<file path="config.mk">
export PLATFORM = sky130hd
export DESIGN_NAME = epoch_seconds_to_utc_calendar_top_flat
export DESIGN_NICKNAME = d
export VERILOG_FILES = /design/src/design/ecal_pkg.sv /design/src/design/ecal_in_if.sv /design/src/design/ecal_out_if.sv /design/src/design/epoch_seconds_to_utc_calendar_top.sv /design/src/design/ecal_div.sv /design/src/design/ecal_cal.sv /design/src/flat_wrapper.sv
export VERILOG_INCLUDE_DIRS = /design/src /design/src/design
export SDC_FILE = /design/constraint.sdc
export NUM_CORES = 1
export LEC_CHECK = 0
export ABC_AREA = 1
export BUFFER_PORTS_ARGS = -buffer_cell sky130_fd_sc_hd__buf_2
export CAP_MARGIN = 20
export CELL_PAD_IN_SITES_DETAIL_PLACEMENT = 1
export CELL_PAD_IN_SITES_GLOBAL_PLACEMENT = 1
export CORE_ASPECT_RATIO = 0.8
export CORE_MARGIN = 4
export CORE_UTILIZATION = 51
export DETAILED_ROUTE_END_ITERATION = 7
export HOLD_SLACK_MARGIN = 0.03
export PLACE_DENSITY = 0.88
export SYNTH_ARGS = -nofsm -noshare
export SYNTH_HDL_FRONTEND = slang
export SYNTH_SLANG_ARGS = --single-unit
</file>
<file path="constraint.sdc">
create_clock -name clk_i -period 5.2 [get_ports clk_i]
set_input_delay 1.56 -clock clk_i [delete_from_list [all_inputs] [get_ports clk_i]]
set_output_delay 1.56 -clock clk_i [all_outputs]
set_load 0.005 [all_outputs]
</file>
<file path="src/design/assert_macros.svh">
`ifndef ASSERT_MACROS_SVH
`define ASSERT_MACROS_SVH

// Implication checked at every clock edge outside reset.
`define ECAL_ASSERT_IMP(lbl, ante, cons, msg) \
  lbl: assert property (@(posedge clk_i) disable iff (!rst_ni) (ante) |-> (cons)) \
    else $error(msg);

// Consequence checked at the clock edge after the antecedent.
`define ECAL_ASSERT_NXT(lbl, ante, cons, msg) \
  lbl: assert property (@(posedge clk_i) disable iff (!rst_ni) (ante) |=> (cons)) \
    else $error(msg);

`endif

</file>
<file path="src/design/ecal_pkg.sv">
`timescale 1ns / 1ps
package ecal_pkg;

  localparam int unsigned TsW   = 32;
  localparam int unsigned RemW  = 17;
  localparam int unsigned StepW = 6;
  localparam int unsigned DaysW = 16;
  localparam int unsigned YdayW = 9;

  localparam logic [RemW-1:0] SecsPerDay = 17'd86400;
  localparam logic [RemW-1:0] SixtyDiv   = 17'd60;
  localparam logic [RemW-1:0] WeekDiv    = 17'd7;

  localparam logic [StepW-1:0] StepsDay      = 6'd32;
  localparam logic [StepW-1:0] StepsTod      = 6'd17;
  localparam logic [StepW-1:0] StepsMinOfDay = 6'd11;
  localparam logic [StepW-1:0] StepsWeek     = 6'd16;

  localparam logic [DaysW-1:0] EpochWdayOfs = 16'd4;
  localparam logic [7:0]       EpochYearOfs = 8'd70;
  localparam logic [1:0]       EpochMod4    = 2'd2;
  localparam logic [6:0]       EpochMod100  = 7'd70;
  localparam logic [8:0]       EpochMod400  = 9'd370;
  localparam logic [6:0]       Mod100Last   = 7'd99;
  localparam logic [8:0]       Mod400Last   = 9'd399;

  localparam logic [YdayW-1:0] DaysCommon = 9'd365;
  localparam logic [YdayW-1:0] DaysLeap   = 9'd366;
  localparam logic [YdayW-1:0] LeapDay    = 9'd59;
  localparam logic [3:0]       MonthLast  = 4'd11;
  localparam logic [1:0]       MdayBase   = 2'd1;
  localparam logic [1:0]       MdayOnLeap = 2'd2;

  typedef struct packed {
    logic [TsW-1:0]   dividend;
    logic [StepW-1:0] steps;
    logic [RemW-1:0]  divisor;
  } div_req_t;

  typedef struct packed {
    logic [7:0]       years;
    logic [YdayW-1:0] yday;
    logic [3:0]       month;
    logic [4:0]       mday;
  } cal_res_t;

  typedef enum logic [2:0] {
    CtlIdle, CtlDay, CtlMin, CtlHour, CtlWday, CtlCal, CtlLoad
  } ctl_state_e;

  typedef enum logic [1:0] {
    CalIdle, CalYear, CalMonth
  } cal_state_e;

  // First day of each month in a common year, zero based.
  function automatic logic [YdayW-1:0] month_start(input logic [3:0] mon);
    logic [YdayW-1:0] r;
    unique case (mon)
      4'd0:    r = 9'd0;
      4'd1:    r = 9'd31;
      4'd2:    r = 9'd59;
      4'd3:    r = 9'd90;
      4'd4:    r = 9'd120;
      4'd5:    r = 9'd151;
      4'd6:    r = 9'd181;
      4'd7:    r = 9'd212;
      4'd8:    r = 9'd243;
      4'd9:    r = 9'd273;
      4'd10:   r = 9'd304;
      4'd11:   r = 9'd334;
      default: r = 9'd0;
    endcase
    return r;
  endfunction

endpackage

</file>
<file path="src/design/ecal_in_if.sv">
`timescale 1ns / 1ps
interface ecal_in_if;
  import ecal_pkg::*;
  logic           valid;
  logic           ready;
  logic [TsW-1:0] epoch_seconds;

  modport source (output valid, output epoch_seconds, input ready);
  modport sink   (input valid, input epoch_seconds, output ready);
endinterface

</file>
<file path="src/design/ecal_out_if.sv">
`timescale 1ns / 1ps
interface ecal_out_if;
  logic       valid;
  logic       ready;
  logic [5:0] second;
  logic [5:0] minute;
  logic [4:0] hour;
  logic [2:0] weekday;
  logic [7:0] years_since_1900;
  logic [8:0] day_of_year;
  logic [3:0] month;
  logic [4:0] day_of_month;

  modport source (output valid, output second, output minute, output hour, output weekday,
                  output years_since_1900, output day_of_year, output month,
                  output day_of_month, input ready);
  modport sink   (input valid, input second, input minute, input hour, input weekday,
                  input years_since_1900, input day_of_year, input month,
                  input day_of_month, output ready);
endinterface

</file>
<file path="src/design/epoch_seconds_to_utc_calendar_top.sv">
// Epoch seconds to UTC calendar converter.
// Request channel req_i carries a 32-bit unsigned count of seconds since
// 1970-01-01 00:00:00 UTC; response channel rsp_o returns second, minute,
// hour, weekday (0 is Sunday), years since 1900, day of year, month (0 is
// January) and day of month. Both use valid/ready; a transfer happens on
// a clock edge with both high. One request is in work at a time.
// The work runs in order: four passes of the shared bit-serial divider
// (32, 17, 11 and 16 bits, one quotient bit per cycle), the year loop (one
// year subtracted per cycle, 0 to 136 years), then the month search (1 to
// 12 steps), plus handoffs; the year loop sets how long a conversion takes.
// The next request is taken only after the result loads, so a request is
// not taken before the last one is through.
// Once the result is in the output register the next request is taken,
// even while the response waits; a stalled response holds its payload and
// the following result waits in the converter until the register drains.
// Reset clears the control state and the response valid flag.
`timescale 1ns / 1ps
`include "assert_macros.svh"
module epoch_seconds_to_utc_calendar_top (
  input  logic       clk_i,
  input  logic       rst_ni,
  ecal_in_if.sink    req_i,
  ecal_out_if.source rsp_o
);
  import ecal_pkg::*;

  ctl_state_e state_q, state_d;

  // Shared divider for the day split, minutes, hours and weekday.
  logic             div_start, div_busy, div_done;
  div_req_t         div_req;
  logic [TsW-1:0]   div_quot;
  logic [RemW-1:0]  div_rem;

  // Calendar stepper for year, month and day.
  logic             cal_start, cal_done;
  cal_res_t         cal_res;

  // Partial results held between divider passes.
  logic [DaysW-1:0] days_q;
  logic [5:0]       sec_q, min_q;
  logic [4:0]       hr_q;
  logic [2:0]       wday_q;
  logic             cap_days, cap_sec, cap_hm, cap_wday, load_rsp;
  logic             rsp_valid_q, rsp_valid_d;

  ecal_div u_div (
    .clk_i   (clk_i),
    .rst_ni  (rst_ni),
    .start_i (div_start),
    .req_i   (div_req),
    .busy_o  (div_busy),
    .done_o  (div_done),
    .quot_o  (div_quot),
    .rem_o   (div_rem)
  );

  ecal_cal u_cal (
    .clk_i   (clk_i),
    .rst_ni  (rst_ni),
    .start_i (cal_start),
    .days_i  (days_q),
    .done_o  (cal_done),
    .res_o   (cal_res)
  );

  // Next state: advance on each divider completion, then wait for the
  // calendar stepper, then for room in the output register.
  always_comb begin
    state_d = state_q;
    unique case (state_q)
      CtlIdle: if (req_i.valid) state_d = CtlDay;
      CtlDay:  if (div_done) state_d = CtlMin;
      CtlMin:  if (div_done) state_d = CtlHour;
      CtlHour: if (div_done) state_d = CtlWday;
      CtlWday: if (div_done) state_d = CtlCal;
      CtlCal:  if (cal_done) state_d = CtlLoad;
      CtlLoad: if (!rsp_valid_q || rsp_o.ready) state_d = CtlIdle;
      default: state_d = CtlIdle;
    endcase
  end

  // Outputs: each divider completion captures its result and launches the
  // next pass with a left-aligned dividend; the last one starts the calendar stepper.
  always_comb begin
    req_i.ready = 1'b0;
    div_start   = 1'b0;
    div_req     = '0;
    cal_start   = 1'b0;
    cap_days    = 1'b0;
    cap_sec     = 1'b0;
    cap_hm      = 1'b0;
    cap_wday    = 1'b0;
    load_rsp    = 1'b0;
    unique case (state_q)
      CtlIdle: begin
        req_i.ready = 1'b1;
        div_start   = req_i.valid;
        div_req     = '{dividend: req_i.epoch_seconds, steps: StepsDay,
                        divisor: SecsPerDay};
      end
      CtlDay: begin
        cap_days  = div_done;
        div_start = div_done;
        div_req   = '{dividend: {div_rem, {(TsW-RemW){1'b0}}}, steps: StepsTod,
                      divisor: SixtyDiv};
      end
      CtlMin: begin
        cap_sec   = div_done;
        div_start = div_done;
        div_req   = '{dividend: {div_quot[10:0], {(TsW-11){1'b0}}},
                      steps: StepsMinOfDay, divisor: SixtyDiv};
      end
      CtlHour: begin
        cap_hm    = div_done;
        div_start = div_done;
        div_req   = '{dividend: {days_q + EpochWdayOfs, {(TsW-DaysW){1'b0}}},
                      steps: StepsWeek, divisor: WeekDiv};
      end
      CtlWday: begin
        cap_wday  = div_done;
        cal_start = div_done;
      end
      CtlLoad: begin
        load_rsp = !rsp_valid_q || rsp_o.ready;
      end
      default: ;
    endcase
  end

  // Hold the response until taken; a new load replaces a drained one.
  always_comb begin
    if (load_rsp) begin
      rsp_valid_d = 1'b1;
    end else if (rsp_o.ready) begin
      rsp_valid_d = 1'b0;
    end else begin
      rsp_valid_d = rsp_valid_q;
    end
  end

  always_ff @(posedge clk_i or negedge rst_ni) begin
    if (!rst_ni) begin
      state_q     <= CtlIdle;
      rsp_valid_q <= 1'b0;
    end else begin
      state_q     <= state_d;
      rsp_valid_q <= rsp_valid_d;
    end
  end

  always_ff @(posedge clk_i) begin
    if (cap_days) days_q <= div_quot[DaysW-1:0];
    if (cap_sec)  sec_q  <= div_rem[5:0];
    if (cap_hm) begin
      min_q <= div_rem[5:0];
      hr_q  <= div_quot[4:0];
    end
    if (cap_wday) wday_q <= div_rem[2:0];
    if (load_rsp) begin
      rsp_o.second           <= sec_q;
      rsp_o.minute           <= min_q;
      rsp_o.hour             <= hr_q;
      rsp_o.weekday          <= wday_q;
      rsp_o.years_since_1900 <= cal_res.years;
      rsp_o.day_of_year      <= cal_res.yday;
      rsp_o.month            <= cal_res.month;
      rsp_o.day_of_month     <= cal_res.mday;
    end
  end

  assign rsp_o.valid = rsp_valid_q;

  `ECAL_ASSERT_IMP(a_ready_div_free, req_i.ready, !div_busy,
                   "request taken while divider busy")
  `ECAL_ASSERT_IMP(a_rsp_time_ok, rsp_valid_q,
                   (rsp_o.second < 6'd60) && (rsp_o.minute < 6'd60) &&
                   (rsp_o.hour < 5'd24) && (rsp_o.weekday < 3'd7),
                   "time of day out of range")
  `ECAL_ASSERT_IMP(a_rsp_date_ok, rsp_valid_q,
                   (rsp_o.month <= MonthLast) && (rsp_o.day_of_month != 5'd0) &&
                   (rsp_o.day_of_year < DaysLeap),
                   "date out of range")
  `ECAL_ASSERT_NXT(a_load_sets_valid, load_rsp, rsp_valid_q,
                   "loaded response not flagged valid")

endmodule

</file>
<file path="src/design/ecal_div.sv">
`timescale 1ns / 1ps
`include "assert_macros.svh"
module ecal_div (
  input  logic                        clk_i,
  input  logic                        rst_ni,
  input  logic                        start_i,
  input  ecal_pkg::div_req_t          req_i,
  output logic                        busy_o,
  output logic                        done_o,
  output logic [ecal_pkg::TsW-1:0]    quot_o,
  output logic [ecal_pkg::RemW-1:0]   rem_o
);
  import ecal_pkg::*;

  logic [TsW-1:0]   shift_q, shift_d;
  logic [RemW-1:0]  rem_q, rem_d;
  logic [RemW-1:0]  div_q;
  logic [StepW-1:0] cnt_q, cnt_d;
  logic             done_q, done_d;
  logic [RemW:0]    trial, diff;
  logic             fits;

  // One quotient bit per cycle: shift the next dividend bit into the remainder.
  assign trial = {rem_q, shift_q[TsW-1]};
  assign diff  = trial - {1'b0, div_q};
  assign fits  = (trial >= {1'b0, div_q});

  always_comb begin
    shift_d = shift_q;
    rem_d   = rem_q;
    cnt_d   = cnt_q;
    done_d  = 1'b0;
    if (start_i) begin
      shift_d = req_i.dividend;
      rem_d   = '0;
      cnt_d   = req_i.steps;
    end else if (cnt_q != '0) begin
      shift_d = {shift_q[TsW-2:0], fits};
      rem_d   = fits ? diff[RemW-1:0] : trial[RemW-1:0];
      cnt_d   = cnt_q - StepW'(1);
      done_d  = (cnt_q == StepW'(1));
    end
  end

  always_ff @(posedge clk_i or negedge rst_ni) begin
    if (!rst_ni) begin
      cnt_q  <= '0;
      done_q <= 1'b0;
    end else begin
      cnt_q  <= cnt_d;
      done_q <= done_d;
    end
  end

  always_ff @(posedge clk_i) begin
    shift_q <= shift_d;
    rem_q   <= rem_d;
    if (start_i) begin
      div_q <= req_i.divisor;
    end
  end

  assign busy_o = (cnt_q != '0);
  assign done_o = done_q;
  assign quot_o = shift_q;
  assign rem_o  = rem_q;

  `ECAL_ASSERT_IMP(a_rem_below_div, done_q, rem_q < div_q, "remainder not below divisor")
  `ECAL_ASSERT_IMP(a_start_when_free, start_i, cnt_q == '0, "divider restarted while busy")

endmodule

</file>
<file path="src/design/ecal_cal.sv">
`timescale 1ns / 1ps
`include "assert_macros.svh"
module ecal_cal (
  input  logic                        clk_i,
  input  logic                        rst_ni,
  input  logic                        start_i,
  input  logic [ecal_pkg::DaysW-1:0]  days_i,
  output logic                        done_o,
  output ecal_pkg::cal_res_t          res_o
);
  import ecal_pkg::*;

  cal_state_e       state_q, state_d;
  logic [DaysW-1:0] days_q;
  logic [7:0]       yoff_q;
  logic [1:0]       m4_q;
  logic [6:0]       m100_q;
  logic [8:0]       m400_q;
  logic [YdayW-1:0] yday_q, d_q;
  logic [1:0]       base_q;
  logic [3:0]       mon_q;
  logic [4:0]       mday_q;
  logic             done_q;

  logic             leap;
  logic [YdayW-1:0] len;
  logic             year_end;
  logic             month_hit;
  logic [YdayW-1:0] mstart;
  logic [YdayW-1:0] mday_full;
  logic             step_year, take_year, step_month, take_month;

  assign leap      = (m4_q == '0) && ((m100_q != '0) || (m400_q == '0));
  assign len       = leap ? DaysLeap : DaysCommon;
  assign year_end  = (days_q < {{(DaysW-YdayW){1'b0}}, len});
  assign mstart    = month_start(mon_q);
  assign month_hit = (mon_q == '0) || (mstart <= d_q);
  assign mday_full = {{(YdayW-2){1'b0}}, base_q} + d_q - mstart;

  always_comb begin
    state_d = state_q;
    unique case (state_q)
      CalIdle:  if (start_i) state_d = CalYear;
      CalYear:  if (year_end) state_d = CalMonth;
      CalMonth: if (month_hit) state_d = CalIdle;
      default:  state_d = CalIdle;
    endcase
  end

  always_comb begin
    step_year  = 1'b0;
    take_year  = 1'b0;
    step_month = 1'b0;
    take_month = 1'b0;
    unique case (state_q)
      CalYear: begin
        step_year = !year_end;
        take_year = year_end;
      end
      CalMonth: begin
        step_month = !month_hit;
        take_month = month_hit;
      end
      default: ;
    endcase
  end

  always_ff @(posedge clk_i or negedge rst_ni) begin
    if (!rst_ni) begin
      state_q <= CalIdle;
      done_q  <= 1'b0;
    end else begin
      state_q <= state_d;
      done_q  <= take_month;
    end
  end

  always_ff @(posedge clk_i) begin
    if (start_i) begin
      days_q <= days_i;
      yoff_q <= EpochYearOfs;
      m4_q   <= EpochMod4;
      m100_q <= EpochMod100;
      m400_q <= EpochMod400;
    end else if (step_year) begin
      days_q <= days_q - {{(DaysW-YdayW){1'b0}}, len};
      yoff_q <= yoff_q + 8'd1;
      m4_q   <= m4_q + 2'd1;
      m100_q <= (m100_q == Mod100Last) ? '0 : m100_q + 7'd1;
      m400_q <= (m400_q == Mod400Last) ? '0 : m400_q + 9'd1;
    end
    if (take_year) begin
      yday_q <= days_q[YdayW-1:0];
      mon_q  <= MonthLast;
      // Days after February 28 of a leap year fold back by one.
      if (leap && (days_q[YdayW-1:0] > LeapDay - 9'd1)) begin
        d_q    <= days_q[YdayW-1:0] - 9'd1;
        base_q <= (days_q[YdayW-1:0] == LeapDay) ? MdayOnLeap : MdayBase;
      end else begin
        d_q    <= days_q[YdayW-1:0];
        base_q <= MdayBase;
      end
    end
    if (step_month) begin
      mon_q <= mon_q - 4'd1;
    end
    if (take_month) begin
      mday_q <= mday_full[4:0];
    end
  end

  assign done_o      = done_q;
  assign res_o.years = yoff_q;
  assign res_o.yday  = yday_q;
  assign res_o.month = mon_q;
  assign res_o.mday  = mday_q;

  `ECAL_ASSERT_IMP(a_month_in_range, state_q == CalMonth, mon_q <= MonthLast,
                   "month search out of range")
  `ECAL_ASSERT_IMP(a_folded_day, state_q == CalMonth, d_q < DaysCommon,
                   "folded day of year too large")

endmodule

</file>
<file path="src/flat_wrapper.sv">
// flat-port wrapper written by rule: the top's interface ports become plain ports
module epoch_seconds_to_utc_calendar_top_flat import ecal_pkg::*;
  (clk_i, rst_ni, req_i_valid, req_i_epoch_seconds, req_i_ready, rsp_o_valid, rsp_o_second, rsp_o_minute, rsp_o_hour, rsp_o_weekday, rsp_o_years_since_1900, rsp_o_day_of_year, rsp_o_month, rsp_o_day_of_month, rsp_o_ready);
  ecal_in_if req_i_i ();
  ecal_out_if rsp_o_i ();
  input  logic clk_i;
  input  logic rst_ni;
  input wire logic [$bits(req_i_i.valid)-1:0] req_i_valid;
  input wire logic [$bits(req_i_i.epoch_seconds)-1:0] req_i_epoch_seconds;
  output wire logic [$bits(req_i_i.ready)-1:0] req_i_ready;
  output wire logic [$bits(rsp_o_i.valid)-1:0] rsp_o_valid;
  output wire logic [$bits(rsp_o_i.second)-1:0] rsp_o_second;
  output wire logic [$bits(rsp_o_i.minute)-1:0] rsp_o_minute;
  output wire logic [$bits(rsp_o_i.hour)-1:0] rsp_o_hour;
  output wire logic [$bits(rsp_o_i.weekday)-1:0] rsp_o_weekday;
  output wire logic [$bits(rsp_o_i.years_since_1900)-1:0] rsp_o_years_since_1900;
  output wire logic [$bits(rsp_o_i.day_of_year)-1:0] rsp_o_day_of_year;
  output wire logic [$bits(rsp_o_i.month)-1:0] rsp_o_month;
  output wire logic [$bits(rsp_o_i.day_of_month)-1:0] rsp_o_day_of_month;
  input wire logic [$bits(rsp_o_i.ready)-1:0] rsp_o_ready;
  assign req_i_i.valid = req_i_valid;
  assign req_i_i.epoch_seconds = req_i_epoch_seconds;
  assign req_i_ready = req_i_i.ready;
  assign rsp_o_valid = rsp_o_i.valid;
  assign rsp_o_second = rsp_o_i.second;
  assign rsp_o_minute = rsp_o_i.minute;
  assign rsp_o_hour = rsp_o_i.hour;
  assign rsp_o_weekday = rsp_o_i.weekday;
  assign rsp_o_years_since_1900 = rsp_o_i.years_since_1900;
  assign rsp_o_day_of_year = rsp_o_i.day_of_year;
  assign rsp_o_month = rsp_o_i.month;
  assign rsp_o_day_of_month = rsp_o_i.day_of_month;
  assign rsp_o_i.ready = rsp_o_ready;
  epoch_seconds_to_utc_calendar_top u_core (.clk_i(clk_i), .rst_ni(rst_ni), .req_i(req_i_i), .rsp_o(rsp_o_i));
endmodule
</file>
==> summary.txt, run 1 <==
Via count = 9163
Top-area cell type share of the netlist area = 42.53%
Area growth, synth to finish = 12.94%
Worst ir drop on vdd = 0.0002827 V
Max-Cap Viols = 0
Busiest grt layer = met2
Pin count of the biggest net entering global routing = 41
Mux cell area share after synthesis = 0%
Core area = 0.02186 mm²
NumNets Final = 1390
Clock slew at reported path FFs = 0.06 ns
Critical path launch point type = flop
Most numerous cell in the Yosys netlist = nand2_1
Setup repair bufs after CTS = 0
Initial antenna violation count = 1
Gpl congestion = 0.8966
DIE AREA = 0.02505 mm²
Gate Count Post-Synth = 1216
Layout cells sized above 1 = 14.07%
Endpoints failing hold = 0
Fraction of registers with async set/reset = 6.114%
First-pass GRT wire length = 50790 µm
Hold_ws = 0.4179 ns
CTS tree = done
List of most frequent post-synthesis cells = 250 x nand2_1, 163 x edfxtp_1, 138 x inv_1
Largest area contributor in the netlist = edfxtp_1
Tightest Pin Transition = 1.057 ns
Number of synthesized register bits = 229
Met2 Use GR = 41.40%
Number of synthesized flops with an enable pin = 163
Grt met1 use = 36.08%
Clk_skew = 0.02357 ns
Detailed Route Iter0 Violations = 883
Largest cells by area after synthesis = edfxtp_1 43%, dfxtp_1 9.0%, nand2_1 8.2%, ha_1 5.0%, nand3_1 4.7%
Final setup TNS = 0 ns
Crit path capture type = flop
Sequential area share after synthesis = 54.61%
Tot Pwr = 7.190 mW
Yosys Warn Count = 0
CTS Sinks = 229
CP max FO = 37
Mapped Area = 0.01151 mm²
Routed WL per cell = 19.62 µm
Required time of the critical path = 5.34 ns
Simple-gate portion of the synthesized area = 21.03%
Cell variety after synth = 57
# diodes = 0
Slew Limit Headroom = 29.24%
Multi-input logic area = 0.004486 mm²
Chip height = 142.4 µm
Leakage = 5.637 nW
Routed Antenna Nets = 0
Die X = 176.0 µm
Port buffer count = 83
Top_reg_cell synth = edfxtp_1
Post-synthesis compound-gate area fraction = 8.827%
PD cells = 553.1 mW/mm²
Storage element area = 0.006286 mm²
Fmax = 0.2472 GHz
Crit Path Class = reg -> reg
All-Layer GR Usage = 25.28%
# setup viols final = 0
CTS H-tree lvls = 1
Post-Syn Area per Cell = 9.465 µm²
Worst-skew pair later-pin latency = 0.53 ns
CTS Root Cell = clkbuf_16
PostCTS Resize Cnt = 0
Grt met3 use = 3.612%
Row Count = 48
Via/cell ratio = 5.649
XOR/XNOR share of the synthesized area = 3.348%
Worst min-delay path category = reg -> reg
Vias in the first global route = 9526
Largest family of logic cells by synthesized area = simple AND/OR/NAND/NOR gates
Clk buf depth = 3
Syn nets = 1302
Post-route clock period utilization = 77.78%
DRT Wirelength = 31820 µm
Filler cells = 2573
Result of the run = finished clean
Post-DP HPWL = 22820 µm
DRC Markers = 0
Hold_buf cts = 0
Total congestion overflow = 0
Critical Path AT = 4.18 ns
CTS Buf Count = 24
Starting Density = 52.65%
Slew Viols, Final = 0
RSZ-0062 raised after global routing = false
Final min period = 4.045 ns
IO Count = 84
Detailed-router iteration count before antenna repair = 5
Adder-cell share of the synthesized area = 5.696%
==> worst paths after layout <==
kind / start / endpoint / slack (ns) / depth (start not counted)
min in group asynchronous: rst_ni / u_core.u_cal.done_o / 1.02 / 1
setup / recovery: u_core.u_cal.m400_q[4] / u_core.u_cal.days_q[11] / 1.16 / 17
max in group asynchronous: rst_ni / u_core.rsp_o.valid / 3.82 / 1
setup reg to reg: u_core.u_cal.m400_q[4] / u_core.u_cal.days_q[11] / 1.16 / 17
hold / removal: u_core.sec_q[0] / u_core.rsp_o.second[0] / 0.42 / 0
hold reg to reg: u_core.sec_q[0] / u_core.rsp_o.second[0] / 0.42 / 0
==> per-stage QoR <==
step / setup WS (ns) / area (µm²) / util (%) / std cells
floorplan: 1.210 / 11510 / - / 1216
global placement: 1.569 / 12200 / 55.83 / 1578
detailed placement: 1.349 / 12200 / 55.83 / 1578
CTS: 1.215 / 13000 / 59.46 / 1622
global route: 0.8357 / 13000 / 59.46 / 1622
finish: 1.155 / 13000 / 59.46 / 1622
==> metal layers <==
metal / up-vias / part of all wire, %
met2: 323 / 47
met5: - / 0.035
met1: 4479 / 45
met4: 2 / 2.2
met3: 63 / 6.1
li1: 4296 / -
==> worst max-delay path, cell delays in order (launching register included) <==
cell	delay (ns)
dfxtp_1	0.38
nor2_1	0.14
inv_1	0.07
nor3_1	0.22
nand3_1	0.15
a21boi_1	0.28
inv_1	0.15
ha_1	0.21
inv_1	0.08
fa_1	0.23
nand2_2	0.09
nor2_4	0.11
nand3_2	0.07
nand2_2	0.12
nand2_4	0.07
nand2_2	0.25
nand2_4	0.30
nand2_1	0.71
==> flip-flops by register name, indices dropped and copies added, names as in the netlist, 9 cells and up <==
signal / flops
u_core.u_div.quot_o: 32
u_core.u_div.rem_o: 17
u_core.days_q: 16
u_core.u_cal.days_q: 16
u_core.rsp_o.day_of_year: 9
u_core.u_cal.d_q: 9
u_core.u_cal.m400_q: 9
u_core.u_cal.mstart: 9
u_core.u_cal.yday_q: 9
==> power by group <==
| part | leakage (nW) | internal, mW | switching (mW) | total [mW] |
|---|---|---|---|---|
| registers | 2.14 | 2.49 | 0.350 | 2.84 |
| clock network | 0.383 | 1.01 | 0.714 | 1.72 |
| logic | 3.11 | 0.848 | 1.78 | 2.63 |
==> kinds of logic after synthesis <==
| logic type | Yosys count |
|---|---|
| DFF | 229 |
| buffers and inverters | 187 |
| adders and majority gates | 50 |
| and+or+nand+nor | 528 |
| AOI/OAI and AO/OA | 178 |
| xor gates and xnor gates | 44 |
==> placed cells by master, fill, tap and decap left out, drive strengths merged, types with 2 or more instances in the layout <==
| cell type | count |
|---|---|
| nand2 | 264 |
| edfxtp | 163 |
| inv | 159 |
| nand3 | 114 |
| nor2 | 98 |
| buf | 88 |
| o21ai | 75 |
| a21oi | 58 |
| dfxtp | 52 |
| ha | 46 |
| clkbuf | 38 |
| xor2 | 32 |
| nor3 | 23 |
| dfrtp | 14 |
| nand4 | 13 |
| xnor2 | 12 |
| o22ai | 9 |
| a31oi | 6 |
| nand3b | 5 |
| a211oi | 5 |
| o211ai | 5 |
| clkinv | 5 |
| or2 | 5 |
| o221ai | 4 |
| fa | 4 |
| o311ai | 3 |
| nor3b | 3 |
| a21o | 2 |
| o31ai | 2 |
| a221oi | 2 |
| nor4 | 2 |
| clkinvlp | 2 |
==> area by class of cell <==
cell class | count | area share [%]
Clock inverter | 6 | 0.5487
Multi-Input combinational cell | 800 | 34.51
Timing Repair Buffer | 88 | 3.484
Tap cell | 300 | 2.888
Inverter | 161 | 4.649
Clock buffer | 38 | 5.564
Sequential cell | 229 | 48.36
Note: power is estimated with default switching activity, not from simulation.
==> run 2: changes to the inputs <==
Settings changed: ABC_AREA 1 to 0, CORE_UTILIZATION 51 to 49, PLACE_DENSITY 0.88 to 0.82.
Clock period 5.2 ns to 3.9 ns, I/O delays scaled along.
==> run 2 against run 1 <==
Effect of this change:
- register-to-register slack got worse by 0.88 ns
- sequential cell count unchanged
- combinational power decreased by 9.1%
- maximum frequency increased by 12%
- power increased by 16%
- die area about the same
- via count decreased by 13%
- non-clock buffer count increased by 19
- cell area decreased by 2.3%
- first-iteration DRC count decreased by 24%
- count of clock-buffer cells in the layout decreased by 4
- clock skew decreased by 0.0078 ns
- largest cell class unchanged
- largest power group unchanged
==> summary.txt, run 2 <==
CTS Buf Count = 25 (+4.2%)
Non-Filler Instances = 1382 (-15%)
All-Layer GR Usage = 22.75% (-2.5 points)
Slew Viols, Final = 0 (unchanged)
Hold_ws = 0.4200 ns (+0.002102 ns)
IO Count = 84 (unchanged)
Cell variety after synth = 78 (+37%)
Yosys Warn Count = 0 (unchanged)
Critical Path AT = 4.06 ns (-0.12 ns)
Starting Density = 50.56% (-2.1 points)
Endpoints failing hold = 0 (unchanged)
Number of synthesized flops with an enable pin = 163 (unchanged)
Mapped Area = 0.01105 mm² (-4.0%)
Final min period = 3.627 ns (-0.4173 ns)
Via count = 7977 (-13%)
Worst ir drop on vdd = 0.0003501 V (+24%)
DRC Markers = 0 (unchanged)
R2R depth = 15 (-2)
Fraction of registers with async set/reset = 6.114% (unchanged)
# setup viols final = 0 (unchanged)
Gate Count Post-Synth = 975 (-20%)
Routed WL per cell = 20.75 µm (+5.8%)
Most numerous cell in the Yosys netlist = edfxtp_1
Chip height = 142.3 µm (about the same)
Layout cells sized above 1 = 16.36% (+2.3 points)
Detailed Route Iter0 Violations = 674 (-24%)
Port buffer count = 83 (unchanged)
Largest area contributor in the netlist = edfxtp_1
Top_reg_cell synth = edfxtp_1
Sequential area share after synthesis = 56.87% (+2.3 points)
Clk buf depth = 3 (unchanged)
Tot Pwr = 8.326 mW (+16%)
Dpl cells = 1334 (-15%)
Critical path launch point type = flop
DRT Wirelength = 28670 µm (-9.9%)
Worst min-delay path category = reg -> reg
Result of the run = finished clean
Vias in the first global route = 8127 (-15%)
Initial antenna violation count = 1 (unchanged)
Clk_skew = 0.01574 ns (-0.007826 ns)
Commonest non-fill, non-tap cell in the layout = edfxtp_1
NumNets Final = 1149 (-17%)
Pin count of the biggest net entering global routing = 31 (-24%)
Crit path capture type = flop
Required time of the critical path = 4.33 ns (-1.01 ns)
Die X = 175.9 µm (about the same)
Hold_buf cts = 0 (unchanged)
Final setup TNS = 0 ns (unchanged)
Top-area cell type share of the netlist area = 44.28% (+1.8 points)
Tightest Pin Transition = 0.9824 ns (-0.07505 ns)
Setup crit end = u_core.u_cal.mstart[1]
Number of synthesized register bits = 229 (unchanged)
Worst-skew pair later-pin latency = 0.53 ns (about the same)
Largest cells by area after synthesis = edfxtp_1 44%, dfxtp_1 9.4%, ha_1 5.2%, nand2_1 3.6%, dfrtp_1 3.2%
Area growth, synth to finish = 14.94%
Detailed-router iteration count before antenna repair = 5 (unchanged)
CP max FO = 8 (-78%)
Filler cells = 2359 (-8.3%)
Total congestion overflow = 0 (unchanged)
Max-Cap Viols = 0 (unchanged)
Fmax = 0.2757 GHz (+12%)
# diodes = 0 (unchanged)
Most frequent cells in the layout = 163 x edfxtp_1, 105 x nand2_1, 83 x buf_2
PD cells = 655.3 mW/mm² (+18%)
Worst R2R End = u_core.u_cal.mstart[1]
Routed Antenna Nets = 0 (unchanged)
Post-route clock period utilization = 93.01% (+15 points)
DIE AREA = 0.02504 mm² (about the same)
First-pass GRT wire length = 45370 µm (-11%)
Via/cell ratio = 5.772 (+2.2%)
Slew Limit Headroom = 34.35% (+5.1 points)
CTS Root Cell = clkbuf_16
Crit Path Class = reg -> reg
CTS Sinks = 229 (unchanged)
Max FFs per register = 32 (unchanged)
CTS H-tree lvls = 1 (unchanged)
Core area = 0.02186 mm² (unchanged)
Critical Path Source = u_core.u_cal.m100_q[2]
Multi-input logic area = 0.004403 mm² (-1.8%)
Post-Syn Area per Cell = 11.34 µm² (+20%)
CTS tree = done
R2r setup slk = 0.27 ns (-0.88 ns)
Gpl congestion = 0.8446 (-5.8%)
Leakage = 4.991 nW (-11%)
Clock slew at reported path FFs = 0.06 ns (about the same)
List of most frequent post-synthesis cells = 163 x edfxtp_1, 105 x nand2_1, 66 x nor2_1
Syn nets = 1061 (-19%)
Row Count = 48 (unchanged)
Post-DP HPWL = 19950 µm (-13%)
Storage element area = 0.006287 mm² (about the same)
Reg-to-reg startpoint = u_core.u_cal.m100_q[2]
[run 2: cells by family (layout without fill, tap and decap cells)]
group / count (synthesis) / in the layout / synth area share, %
muxes: 19 / 19 / 2.638
adders and majority gates: 50 / 50 / 5.932
AOI/OAI and AO/OA: 201 / 201 / 12.19
and+or+nand+nor: 308 / 308 / 13.70
buffers and inverters: 104 / 211 / 3.600
xor gates and xnor gates: 64 / 64 / 5.071
DFF: 229 / 229 / 56.87
[run 2: worst min-delay path by stage]
stage | start | slack, ns | cells after the start | to
after floorplan | u_core.u_cal.mday_q[0] | 0.40 | 0 | u_core.rsp_o.day_of_month[0]
after global placement | u_core.hr_q[0] | 0.40 | 0 | u_core.rsp_o.hour[0]
after detailed placement | u_core.wday_q[0] | 0.41 | 0 | u_core.rsp_o.weekday[0]
after CTS | u_core.wday_q[2] | 0.42 | 0 | u_core.rsp_o.weekday[2]
after global routing | u_core.u_cal.mday_q[1] | 0.43 | 0 | u_core.rsp_o.day_of_month[1]
final | u_core.wday_q[2] | 0.42 | 0 | u_core.rsp_o.weekday[2]
[run 2: critical path: stages, from the launching register on]
cell and delay, ns:
dfxtp_1 0.39, nor3_1 0.27, nand3_1 0.14, o21ai_2 0.21, ha_1 0.20, inv_1 0.06, fa_1 0.40, and3_1 0.20
o311ai_2 0.25, and3_4 0.25, nor2_2 0.08, inv_2 0.13, o21ai_1 0.13, ha_1 0.36, a2111oi_2 0.22, a2bb2oi_1 0.22
[run 2: area by class of cell]
class	instances	share of cell area, %
tap	300	2.954
multi-input combinational	642	34.66
clock inverter	12	1.123
clock buffer	34	5.348
timing repair buffer	107	4.717
sequential	229	49.49
inverter	58	1.714
[run 2: timing repair]
action	CTS	global route
endpoints found under the hold margin	0	0
pin swaps	0	1
buffers inserted	0	1
endpoints found under the setup margin	1	2
gates resized for setup	2	6
[run 2: through the flow]
step / worst slack, ns / util, % / instance area [µm²]
detailed placement: -0.002411 / 54.17 / 11840
CTS: 0.02459 / 57.95 / 12670
global route: -0.03052 / 58.12 / 12700
floorplan: 0.001814 / - / 11050
finish: 0.2725 / 58.12 / 12700
global placement: 0.2741 / 54.17 / 11840
[run 2: layer usage]
layer	up-vias	track usage (%)	wire [µm]
met5	-	0	13
met2	227	35.86	13040
met1	3956	33.81	13680
li1	3746	-	-
met4	2	4.471	536
met3	46	3.851	1411
[run 2: where the power goes]
part / internal, mW / switching [mW] / leakage, nW
logic: 1.02 / 1.37 / 2.46
clock network: 1.42 / 0.949 / 0.399
registers: 3.13 / 0.432 / 2.13
total: 5.57 / 2.75 / 4.99
==> run 3: changes to the inputs <==
Settings changed: RECOVER_POWER set to 25.
==> run 3 against run 2 <==
Effect of this change:
- setup slack lost 0.0011 ns
- non-clock buffer count is the same
- utilization shrank 0.057 points
- global-route usage is the same
- via count shrank 0.19%
- critical path depth is the same
- largest cell class unchanged
- combinational power is essentially flat
- hold slack is essentially flat
- cell area is essentially flat
- clock power is essentially flat
- first-iteration DRC count grew 0.15%
==> summary.txt, run 3 (synthesis results as in run 2) <==
Post-DP HPWL = 19950 µm (unchanged)
Commonest non-fill, non-tap cell in the layout = edfxtp_1
DRT Wirelength = 28690 µm (about the same)
Clk_skew = 0.01631 ns (+0.0005710 ns)
CP max FO = 8 (unchanged)
Tot Pwr = 8.324 mW (about the same)
Critical path launch point type = flop
PD cells = 655.9 mW/mm² (about the same)
Reg power frac = 42.8% (about the same)
Sw Share = 33.12% (+0.035 points)
Psw = 2.757 mW (about the same)
Required time of the critical path = 4.33 ns (about the same)
Initial antenna violation count = 1 (unchanged)
# setup viols final = 0 (unchanged)
Row Count = 48 (unchanged)
Via count = 7962 (-0.19%)
Hold_buf cts = 0 (unchanged)
Area growth, synth to finish = 14.83% (about the same)
Crit Path Class = reg -> reg
IO Count = 84 (unchanged)
Slew Viols, Final = 0 (unchanged)
Via/cell ratio = 5.761 (-0.19%)
Crit path capture type = flop
Hold path depth = 0 (unchanged)
CTS Buf Count = 25 (unchanged)
Detailed-router iteration count before antenna repair = 5 (unchanged)
Worst-skew pair later-pin latency = 0.53 ns (about the same)
Grt met1 use = 33.81% (unchanged)
Post-route clock period utilization = 93.04% (about the same)
Final setup margin = 0.2714 ns (-0.001144 ns)
Max FFs per register = 32 (unchanged)
CTS Root Cell = clkbuf_16
Internal power = 5.567 mW (about the same)
Most frequent cells in the layout = 163 x edfxtp_1, 105 x nand2_1, 82 x buf_2
# diodes = 0 (unchanged)
Fmax = 0.2756 GHz (about the same)
First-pass GRT wire length = 45370 µm (unchanged)
Leakage = 4.978 nW (-0.26%)
Final min period = 3.629 ns (+0.001144 ns)
Clk buf depth = 3 (unchanged)
Filler cells = 2363 (+0.17%)
Grt met3 use = 3.851% (unchanged)
Met2 Use GR = 35.86% (unchanged)
CTS Sinks = 229 (unchanged)
Port buffer count = 83 (unchanged)
Non-Filler Instances = 1382 (unchanged)
R2r setup slk = 0.27 ns (about the same)
Result of the run = finished clean
Tightest Pin Transition = 1.141 ns (+0.1586 ns)
Chip height = 142.3 µm (unchanged)
Routed Antenna Nets = 0 (unchanged)
Logic pwr share = 28.8% (about the same)
DRC Markers = 0 (unchanged)
Clock power frac = 28.5% (about the same)
Worst ir drop on vdd = 0.0003489 V (-0.34%)
DIE AREA = 0.02504 mm² (unchanged)
Vias in the first global route = 8127 (unchanged)
Endpoints failing hold = 0 (unchanged)
Die X = 175.9 µm (unchanged)
Slew Limit Headroom = 23.93% (-10 points)
Clock slew at reported path FFs = 0.06 ns (about the same)
Total congestion overflow = 0 (unchanged)
Routed WL per cell = 20.76 µm (about the same)
Starting Density = 50.56% (unchanged)
Detailed Route Iter0 Violations = 675 (+0.15%)
Busiest grt layer = met2
Critical Path AT = 4.06 ns (about the same)
NumNets Final = 1149 (unchanged)
Worst min-delay path category = reg -> reg
CTS tree = done
Layout cells sized above 1 = 15.99% (-0.37 points)
Gpl congestion = 0.8446 (unchanged)
CTS H-tree lvls = 1 (unchanged)
Core area = 0.02186 mm² (unchanged)
Dpl cells = 1334 (unchanged)
Max-Cap Viols = 0 (unchanged)
Pin count of the biggest net entering global routing = 31 (unchanged)
All-Layer GR Usage = 22.75% (unchanged)
R2R depth = 15 (unchanged)
Dpl ws = -0.002411 ns (unchanged)
run 3: cell types whose count changed in the layout (fill, tap and decap cells not counted):
cell,delta
buf_4,-3
buf_2,-1
clkbuf_1,+4
run 3: timing repair:
| action | in CTS | in global routing |
|---|---|---|
| resized for setup | 2 | 6 |
| setup buffers | 0 | 1 |
| pin swaps | 0 | 1 |
| setup endpoints to repair | 1 | 2 |
run 3: power by group through the flow:
stage	sequential, mW	combinational [mW]	clock (mW)
CTS	3.55	2.37	2.42
floorplan	3.36	1.81	0
detailed placement	3.59	2.32	0
finish	3.56	2.39	2.37
global placement	3.57	2.22	0
global route	3.61	2.63	2.52
run 3: stage by stage:
step / cell area (µm²) / util (%) / TNS, ns / hold WS (ns)
6_report: 12690 / 58.06 / 0 / 0.4200
5_1_grt: 12690 / 58.06 / -0.03052 / 0.4304
4_1_cts: 12670 / 57.95 / 0 / 0.4207
3_5_place_dp: 11840 / 54.17 / -0.002411 / 0.4063
3_3_place_gp: 11840 / 54.17 / 0 / 0.4015
2_1_floorplan: 11050 / - / 0 / 0.4003
run 3: cell type report:
| cell class | count | area, µm² | share of cell area, % |
|---|---|---|---|
| timing repair buffer | 107 | 586.8 | 4.623 |
| clock inverter | 12 | 142.6 | 1.124 |
| tap | 300 | 375.4 | 2.957 |
| multi-input combinational | 642 | 4403 | 34.69 |
| sequential | 229 | 6287 | 49.54 |
| inverter | 58 | 217.7 | 1.715 |
| clock buffer | 34 | 679.4 | 5.353 |
run 3: worst max-delay path: stages, from the launching register on:
cell and delay [ns]:
dfxtp_1 0.39, nor3_1 0.27, nand3_1 0.14, o21ai_2 0.21
ha_1 0.20, inv_1 0.06, fa_1 0.41, and3_1 0.20
o311ai_2 0.25, and3_4 0.25, nor2_2 0.08, inv_2 0.13
o21ai_1 0.13, ha_1 0.36, a2111oi_2 0.22, a2bb2oi_1 0.22
run 3: path summary, 6_finish.rpt:
kind                                        start                      end
max                        u_core.u_cal.m100_q[2]   u_core.u_cal.mstart[1]
max reg2reg                u_core.u_cal.m100_q[2]   u_core.u_cal.mstart[1]
min in group asynchronous                  rst_ni  u_core.u_cal.state_q[0]
min reg2reg                      u_core.wday_q[2]  u_core.rsp_o.weekday[2]
max in group asynchronous                  rst_ni    u_core.u_div.cnt_q[3]
min                              u_core.wday_q[2]  u_core.rsp_o.weekday[2]
run 3: per-layer routing:
layer,up-vias,part of all wire (%)
li1,3742,-
met1,3956,48
met2,216,46
met3,46,5.0
met4,2,1.8
met5,-,0.045
